`config.mk`:
```
export PLATFORM = sky130hd
export DESIGN_NAME = radix_digit_converter_flat
export DESIGN_NICKNAME = d
export VERILOG_FILES = /design/src/rdc_pkg.sv /design/src/rdc_if.sv /design/src/rdc_datapath.sv /design/src/rdc_ctrl.sv /design/src/radix_digit_converter.sv /design/src/flat_wrapper.sv
export SDC_FILE = /design/constraint.sdc
export NUM_CORES = 1
export LEC_CHECK = 0
export ABC_AREA = 1
export BUFFER_PORTS_ARGS = -buffer_cell sky130_fd_sc_hd__buf_2
export CAP_MARGIN = 25
export CORE_UTILIZATION = 35
export DETAILED_ROUTE_END_ITERATION = 12
export PLACE_DENSITY_LB_ADDON = 0.25
export SYNTH_ARGS = -nofsm -noshare
export SYNTH_HDL_FRONTEND = slang
export SYNTH_SLANG_ARGS = --single-unit
```
`constraint.sdc`:
```
create_clock -name clk -period 6.49 [get_ports clk]
set_clock_uncertainty 0.05 [all_clocks]
set_input_delay 0.9735 -clock clk [delete_from_list [all_inputs] [get_ports clk]]
set_output_delay 0.9735 -clock clk [all_outputs]
set_load 0.02 [all_outputs]
```
`src/rdc_pkg.sv`:
```
package rdc_pkg;

	// Field widths and storage sizes
	localparam int VALUE_BITS  = 31;
	localparam int STACK_DEPTH = 31;
	localparam int RADIX_W     = 5;
	localparam int DIGIT_W     = 4;
	localparam int STATUS_W    = 2;

	// Derived widths
	localparam int STACK_AW = $clog2(STACK_DEPTH);
	localparam int CNT_W    = $clog2(STACK_DEPTH + 1);
	localparam int BIT_W    = $clog2(VALUE_BITS);

	// Legal radix range
	localparam logic [RADIX_W-1:0] RADIX_MIN = RADIX_W'(2);
	localparam logic [RADIX_W-1:0] RADIX_MAX = RADIX_W'(16);

	// Result status codes
	localparam logic [STATUS_W-1:0] ST_DIGIT     = STATUS_W'(0);
	localparam logic [STATUS_W-1:0] ST_ZERO      = STATUS_W'(1);
	localparam logic [STATUS_W-1:0] ST_BAD_RADIX = STATUS_W'(2);

	// Controller to datapath commands
	typedef struct packed {
		logic load;     // capture a new item
		logic step;     // one restoring division step
		logic push;     // push remainder, start next digit
		logic pop;      // pop one digit into the output register
		logic special;  // load a single error or no-digits result
	} rdc_cmd_t;

	// Datapath to controller status
	typedef struct packed {
		logic radix_bad;
		logic value_zero;
		logic bits_done;
		logic quot_zero;
		logic cnt_one;
		logic out_free;
	} rdc_sts_t;

endpackage

```
`src/rdc_if.sv`:
```
// Input channel: number and radix
interface rdc_in_if
	import rdc_pkg::*;
();
	logic                  valid;
	logic                  ready;
	logic [VALUE_BITS-1:0] value;
	logic [RADIX_W-1:0]    radix;

	modport source (output valid, output value, output radix, input ready);
	modport sink (input valid, input value, input radix, output ready);
endinterface

// Output channel: one digit per item
interface rdc_out_if
	import rdc_pkg::*;
();
	logic                valid;
	logic                ready;
	logic [DIGIT_W-1:0]  digit;
	logic [STATUS_W-1:0] status;
	logic                last;

	modport source (output valid, output digit, output status, output last, input ready);
	modport sink (input valid, input digit, input status, input last, output ready);
endinterface

```
`src/rdc_datapath.sv`:
```
module rdc_datapath
	import rdc_pkg::*;
(
	input  logic                  clk,
	input  logic                  arst_n,
	input  rdc_cmd_t              cmd,
	output rdc_sts_t              sts,
	input  logic [VALUE_BITS-1:0] value,
	input  logic [RADIX_W-1:0]    radix,
	input  logic                  out_ready,
	output logic                  out_valid,
	output logic [DIGIT_W-1:0]    digit,
	output logic [STATUS_W-1:0]   status,
	output logic                  last
);

	logic [VALUE_BITS-1:0] val_q;
	logic [RADIX_W-1:0]    radix_q;
	logic [RADIX_W-1:0]    rem_q;
	logic [BIT_W-1:0]      bit_cnt_q;
	logic [CNT_W-1:0]      cnt_q;
	logic [DIGIT_W-1:0]    stack_q [STACK_DEPTH];
	logic                  out_valid_q;
	logic [DIGIT_W-1:0]    digit_q;
	logic [STATUS_W-1:0]   status_q;
	logic                  last_q;

	logic [RADIX_W-1:0]    trial;
	logic                  q_bit;
	logic [CNT_W-1:0]      cnt_dec;
	logic                  radix_bad;

	// Restoring division step: shift in next dividend bit, subtract if it fits
	assign trial   = {rem_q[DIGIT_W-1:0], val_q[VALUE_BITS-1]};
	assign q_bit   = (trial >= radix_q);
	assign cnt_dec = cnt_q - CNT_W'(1);

	assign radix_bad = (radix_q < RADIX_MIN) || (radix_q > RADIX_MAX);

	// Status back to the controller
	assign sts.radix_bad  = radix_bad;
	assign sts.value_zero = (val_q == '0);
	assign sts.bits_done  = (bit_cnt_q == BIT_W'(VALUE_BITS - 1));
	assign sts.quot_zero  = (val_q == '0);
	assign sts.cnt_one    = (cnt_q == CNT_W'(1));
	assign sts.out_free   = !out_valid_q || out_ready;

	// Divider and stack control
	always_ff @(posedge clk or negedge arst_n) begin
		if (!arst_n) begin
			bit_cnt_q <= '0;
			cnt_q     <= '0;
		end else if (cmd.load) begin
			bit_cnt_q <= '0;
			cnt_q     <= '0;
		end else if (cmd.step) begin
			bit_cnt_q <= bit_cnt_q + BIT_W'(1);
		end else if (cmd.push) begin
			bit_cnt_q <= '0;
			// saturate: more significant digits beyond the stack are dropped
			if (cnt_q < CNT_W'(STACK_DEPTH)) begin
				cnt_q <= cnt_q + CNT_W'(1);
			end
		end else if (cmd.pop) begin
			cnt_q <= cnt_dec;
		end
	end

	// Dividend / quotient and remainder
	always_ff @(posedge clk) begin
		if (cmd.load) begin
			val_q   <= value;
			radix_q <= radix;
			rem_q   <= '0;
		end else if (cmd.step) begin
			val_q <= {val_q[VALUE_BITS-2:0], q_bit};
			rem_q <= q_bit ? (trial - radix_q) : trial;
		end else if (cmd.push) begin
			rem_q <= '0;
		end
	end

	// Digit stack
	always_ff @(posedge clk) begin
		if (cmd.push && (cnt_q < CNT_W'(STACK_DEPTH))) begin
			stack_q[cnt_q[STACK_AW-1:0]] <= rem_q[DIGIT_W-1:0];
		end
	end

	// Output register valid
	always_ff @(posedge clk or negedge arst_n) begin
		if (!arst_n) begin
			out_valid_q <= 1'b0;
		end else if (cmd.pop || cmd.special) begin
			out_valid_q <= 1'b1;
		end else if (out_ready) begin
			out_valid_q <= 1'b0;
		end
	end

	// Output register payload, stack read registered here
	always_ff @(posedge clk) begin
		if (cmd.pop) begin
			digit_q  <= stack_q[cnt_dec[STACK_AW-1:0]];
			status_q <= ST_DIGIT;
			last_q   <= (cnt_q == CNT_W'(1));
		end else if (cmd.special) begin
			digit_q  <= '0;
			status_q <= radix_bad ? ST_BAD_RADIX : ST_ZERO;
			last_q   <= 1'b1;
		end
	end

	assign out_valid = out_valid_q;
	assign digit     = digit_q;
	assign status    = status_q;
	assign last      = last_q;

endmodule

```
`src/rdc_ctrl.sv`:
```
module rdc_ctrl
	import rdc_pkg::*;
(
	input  logic     clk,
	input  logic     arst_n,
	input  logic     in_valid,
	output logic     in_ready,
	input  rdc_sts_t sts,
	output rdc_cmd_t cmd
);

	typedef enum logic [2:0] {
		S_IDLE,
		S_CHECK,
		S_SPECIAL,
		S_DIV,
		S_PUSH,
		S_POP
	} state_t;

	state_t state_q;
	logic   ready_q;

	// State and registered ready
	always_ff @(posedge clk or negedge arst_n) begin
		if (!arst_n) begin
			state_q <= S_IDLE;
			ready_q <= 1'b1;
		end else begin
			case (state_q)
				S_IDLE: begin
					if (in_valid) begin
						state_q <= S_CHECK;
						ready_q <= 1'b0;
					end
				end
				S_CHECK: begin
					if (sts.radix_bad || sts.value_zero) begin
						state_q <= S_SPECIAL;
					end else begin
						state_q <= S_DIV;
					end
				end
				S_SPECIAL: begin
					if (sts.out_free) begin
						state_q <= S_IDLE;
						ready_q <= 1'b1;
					end
				end
				S_DIV: begin
					if (sts.bits_done) begin
						state_q <= S_PUSH;
					end
				end
				S_PUSH: begin
					if (sts.quot_zero) begin
						state_q <= S_POP;
					end else begin
						state_q <= S_DIV;
					end
				end
				S_POP: begin
					if (sts.out_free && sts.cnt_one) begin
						state_q <= S_IDLE;
						ready_q <= 1'b1;
					end
				end
				default: begin
					state_q <= S_IDLE;
					ready_q <= 1'b1;
				end
			endcase
		end
	end

	assign in_ready = ready_q;

	// Command decode
	always_comb begin
		cmd         = '0;
		cmd.load    = (state_q == S_IDLE) && in_valid && ready_q;
		cmd.step    = (state_q == S_DIV);
		cmd.push    = (state_q == S_PUSH);
		cmd.pop     = (state_q == S_POP) && sts.out_free;
		cmd.special = (state_q == S_SPECIAL) && sts.out_free;
	end

endmodule

```
`src/radix_digit_converter.sv`:
```
// Radix digit converter: repeated division by a bit-serial restoring divider.
// After an item is taken: a check state, then divider steps and a push for each digit,
// then one pop per digit. One item is in work at a time: the input is not ready again
// until its last result is loaded into the output register. A bad radix or zero value
// gives a single special result. Outputs stall on ready.
// Reset: arst_n clears the controller and counters; the digit stack is not cleared.
module radix_digit_converter
	import rdc_pkg::*;
(
	input logic        clk,
	input logic        arst_n,
	rdc_in_if.sink     num,
	rdc_out_if.source  dig
);

	rdc_cmd_t cmd;
	rdc_sts_t sts;

	rdc_ctrl u_ctrl (
		.clk      (clk),
		.arst_n   (arst_n),
		.in_valid (num.valid),
		.in_ready (num.ready),
		.sts      (sts),
		.cmd      (cmd)
	);

	rdc_datapath u_dp (
		.clk       (clk),
		.arst_n    (arst_n),
		.cmd       (cmd),
		.sts       (sts),
		.value     (num.value),
		.radix     (num.radix),
		.out_ready (dig.ready),
		.out_valid (dig.valid),
		.digit     (dig.digit),
		.status    (dig.status),
		.last      (dig.last)
	);

endmodule

```
`src/flat_wrapper.sv`:
```
// flat-port wrapper written by rule: the top's interface ports become plain ports
module radix_digit_converter_flat import rdc_pkg::*;
  (clk, arst_n, num_valid, num_value, num_radix, num_ready, dig_valid, dig_digit, dig_status, dig_last, dig_ready);
  rdc_in_if num_i ();
  rdc_out_if dig_i ();
  input logic clk;
  input logic arst_n;
  input wire logic [$bits(num_i.valid)-1:0] num_valid;
  input wire logic [$bits(num_i.value)-1:0] num_value;
  input wire logic [$bits(num_i.radix)-1:0] num_radix;
  output wire logic [$bits(num_i.ready)-1:0] num_ready;
  output wire logic [$bits(dig_i.valid)-1:0] dig_valid;
  output wire logic [$bits(dig_i.digit)-1:0] dig_digit;
  output wire logic [$bits(dig_i.status)-1:0] dig_status;
  output wire logic [$bits(dig_i.last)-1:0] dig_last;
  input wire logic [$bits(dig_i.ready)-1:0] dig_ready;
  assign num_i.valid = num_valid;
  assign num_i.value = num_value;
  assign num_i.radix = num_radix;
  assign num_ready = num_i.ready;
  assign dig_valid = dig_i.valid;
  assign dig_digit = dig_i.digit;
  assign dig_status = dig_i.status;
  assign dig_last = dig_i.last;
  assign dig_i.ready = dig_ready;
  radix_digit_converter u_core (.clk(clk), .arst_n(arst_n), .num(num_i), .dig(dig_i));
endmodule
```
==> metrics.md <==
| Metric | Value |
|---|---|
| CP Data Arrival Time | 3580 ps |
| Crit-path cells | buf_4, inv_2, ha_1, inv_1, nor2_1, o21ai_0, nand2_1, nor2_1, nor2_1, nor2_1, nor2_1 |
| Status | complete, no violations |
| Post_cts resized | 0 |
| Vias in the first global route | 6096 |
| Share of layout cells above drive strength 1 | 11.9% |
| Seq/Total Area, Yosys | 62.6% |
| Mean Syn Cell Area | 9.47 um^2 |
| Critical-path top delay cell | inv_2 |
| Cell mode on critical path | nor2_1 |
| Worst-path clk slew | 70 ps |
| Die width | 160 um |
| Post-place setup slack | 3050 ps |
| Placed insts | 1265 |
| Worst rel slew slack | 32.7% |
| RSZ-0062 raised after global routing | no |
| Postcts setup bufs | 0 |
| Worst-Skew Late Latency | 440 ps |
| CTS H-tree lvls | 4 |
| CP Max Fanout | 68 |
| Top post-synthesis cells by area | edfxtp_1 (57%), nand2_1 (12%), nand3_1 (5.7%) |
| Io pins | 49 |
| EDFF count, synth | 165 |
| Die area | 25500 um^2 |
| First-pass GRT wire length | 32200 um |
| Synth area leader | edfxtp_1 |
| Pre-antenna DRT Iters | 5 |
| Synth Flop Type | edfxtp_1 |
| Startpoint Class | flip-flop |
| Yosys top cell area share | 56.9% |
| Period utilisation layout | 52.9% |
| Area grow syn2layout | 12.5% |
| Commonest non-fill, non-tap cell in the layout | nand2_1 |
| Synth Warn # | 0 |
| CP max stage delay | 600 ps |
| Num CTS Buffers | 17 |
| Detail Placement HPWL | 13100 um |
| Max-cap violations | 0 |
| Mapped Cells | 920 |
| Post-synth net total | 972 |
| Starting DRT DRC Count | 542 |
| Worst Max-Slew Pin Slew | 1010 ps |
| Final setup fails | 0 |
| Pleak | 4.12 nW |
| Clk sinks | 186 |
| Die H | 160 um |
| Crit end category | flip-flop |
| Final WS setup | 3060 ps |
| Total negative slack | 0 ps |
| Min-delay worst type | input pin to asynchronous set/reset pin |
| Synth cell types | 34 |
| CTS tree | built |
| GPL Wtd Cong | 0.861 |
| Initial antenna violation count | 0 |
| IR drop worst, VDD | 0.000180 V |
| Via density per instance | 4.71 |
| Mapped Area | 8710 um^2 |
| Yosys reg bits | 186 |
| ANT nets after route | 0 |
| Commonest cells after routing, fill and taps aside | nand2_1 (273), edfxtp_1 (165), inv_1 (117) |
| Clock root buffer | clkbuf_16 |
| Drt total wl | 19700 um |
| Asr flop ratio synth | 8.06% |
| Largest net degree at the start of global routing | 69 |
| Clock Tree Buf Depth | 2 |
| PortBufs | 48 |
| Gr ovfl total | 0 |
| Routed length per instance | 15.2 um |
| Slew Viols, Final | 0 |
| Final worst path period need | 3430 ps |
| Row cnt | 57 |
| Core Area | 24400 um^2 |
| Total GRT Usage | 16.3% |
| Final Hold Fails | 0 |
| PwrDens | 446 nW/um^2 |
| Cts hold-fix bufs | 0 |
| Non-filler cells, final | 1297 |
| # nets final | 1012 |
| Initial Utilization | 35.7% |
| Ant diodes | 0 |
| Peak Freq | 291 MHz |
| Overall Power | 4.37 mW |
| CP Class | flip-flop to flip-flop |
| DR vias | 6113 |
| DRC | 0 |
| Required time of the critical path | 6640 ps |
## kinds of logic after synthesis
family | count (synthesis) | share of synthesized area, %
DFF | 186 | 62.6
adders and majority gates | 12 | 1.81
xor gates and xnor gates | 4 | 0.402
buffers and inverters | 163 | 7.94
and+or+nand+nor | 501 | 23.9
AOI/OAI and AO/OA | 54 | 3.35
## worst paths after layout
kind                                     startpoint                  endpoint  slack [ps]  cells after the start
max                            u_core.u_dp.cnt_q[0]      u_core.u_dp.digit[2]        3060                     11
min                                          arst_n     u_core.u_dp.out_valid         390                      1
max reg2reg                    u_core.u_dp.cnt_q[0]      u_core.u_dp.digit[2]        3060                     11
min reg2reg                u_core.u_ctrl.state_q[0]  u_core.u_ctrl.state_q[0]         450                      2
max in group asynchronous                    arst_n    u_core.u_ctrl.in_ready        5690                      1
min in group clk           u_core.u_ctrl.state_q[0]  u_core.u_ctrl.state_q[0]         450                      2
## registers in the layout, summed over array words and instances, names as in the netlist
name and count:
u_core.u_dp.out_valid 1, u_core.u_dp.cnt_q 5, u_core.u_dp.status 2, u_core.u_dp.digit 4
u_core.u_ctrl.in_ready 1, u_core.u_dp.stack_q 124, u_core.u_dp.rem_q 4, u_core.u_ctrl.state_q 3
u_core.u_dp.val_q 31, u_core.u_dp.bit_cnt_q 5, u_core.u_dp.last 1, u_core.u_dp.radix_q 5
## final cells by class
cell class / instances / area, um^2
fillers: 2442 / 14600
flip-flops and latches: 186 / 5460
multi-input cells: 571 / 2570
inverters: 131 / 492
clock buffers: 18 / 429
well taps: 324 / 405
repair buffers: 53 / 278
clock inverters: 14 / 176
## synthesized netlist by cell type, types with 3 or more instances
master / count
nand2_2: 5
inv_1: 117
dfrtp_1: 14
dfxtp_1: 6
nor2_1: 110
clkbuf_1: 5
nand3_1: 99
ha_1: 11
inv_2: 14
a21oi_1: 4
nand2_1: 273
o21ai_0: 26
buf_4: 11
buf_6: 3
nand4_1: 5
edfxtp_1: 165
o21ai_1: 15
o22ai_1: 4
buf_2: 13
## per-stage QoR
stage,cell area [um^2],util (%),hold slack (ps)
6_report,9800,40.2,388
4_1_cts,9800,40.2,395
5_1_grt,9800,40.2,411
2_1_floorplan,8710,-,419
3_5_place_dp,9200,37.7,436
3_3_place_gp,9200,37.7,436
## worst max-delay path: cells and delay by family (launching register included)
kind	cells	cell delay, ps
AOI/OAI and AO/OA	1	100
DFF	1	350
and+or+nand+nor	6	490
adders and majority gates	1	490
buffers and inverters	3	1690
## where the power goes
group | switching [mW] | internal [mW]
registers | 0.142 | 1.61
logic | 1.10 | 0.463
clock network | 0.504 | 0.554
## per-layer routing
layer | part of all wire, % | routed length, um | track usage [%] | vias to the layer above
li1 | - | - | - | 3056
met1 | 47 | 9220 | 21.6 | 2901
met4 | 1.3 | 256 | 4.24 | 0
met3 | 3.7 | 727 | 3.04 | 19
met2 | 48 | 9460 | 27.5 | 137
met5 | 0 | 0 | 0 | -
No activity file was read; power rests on OpenSTA's default activity.
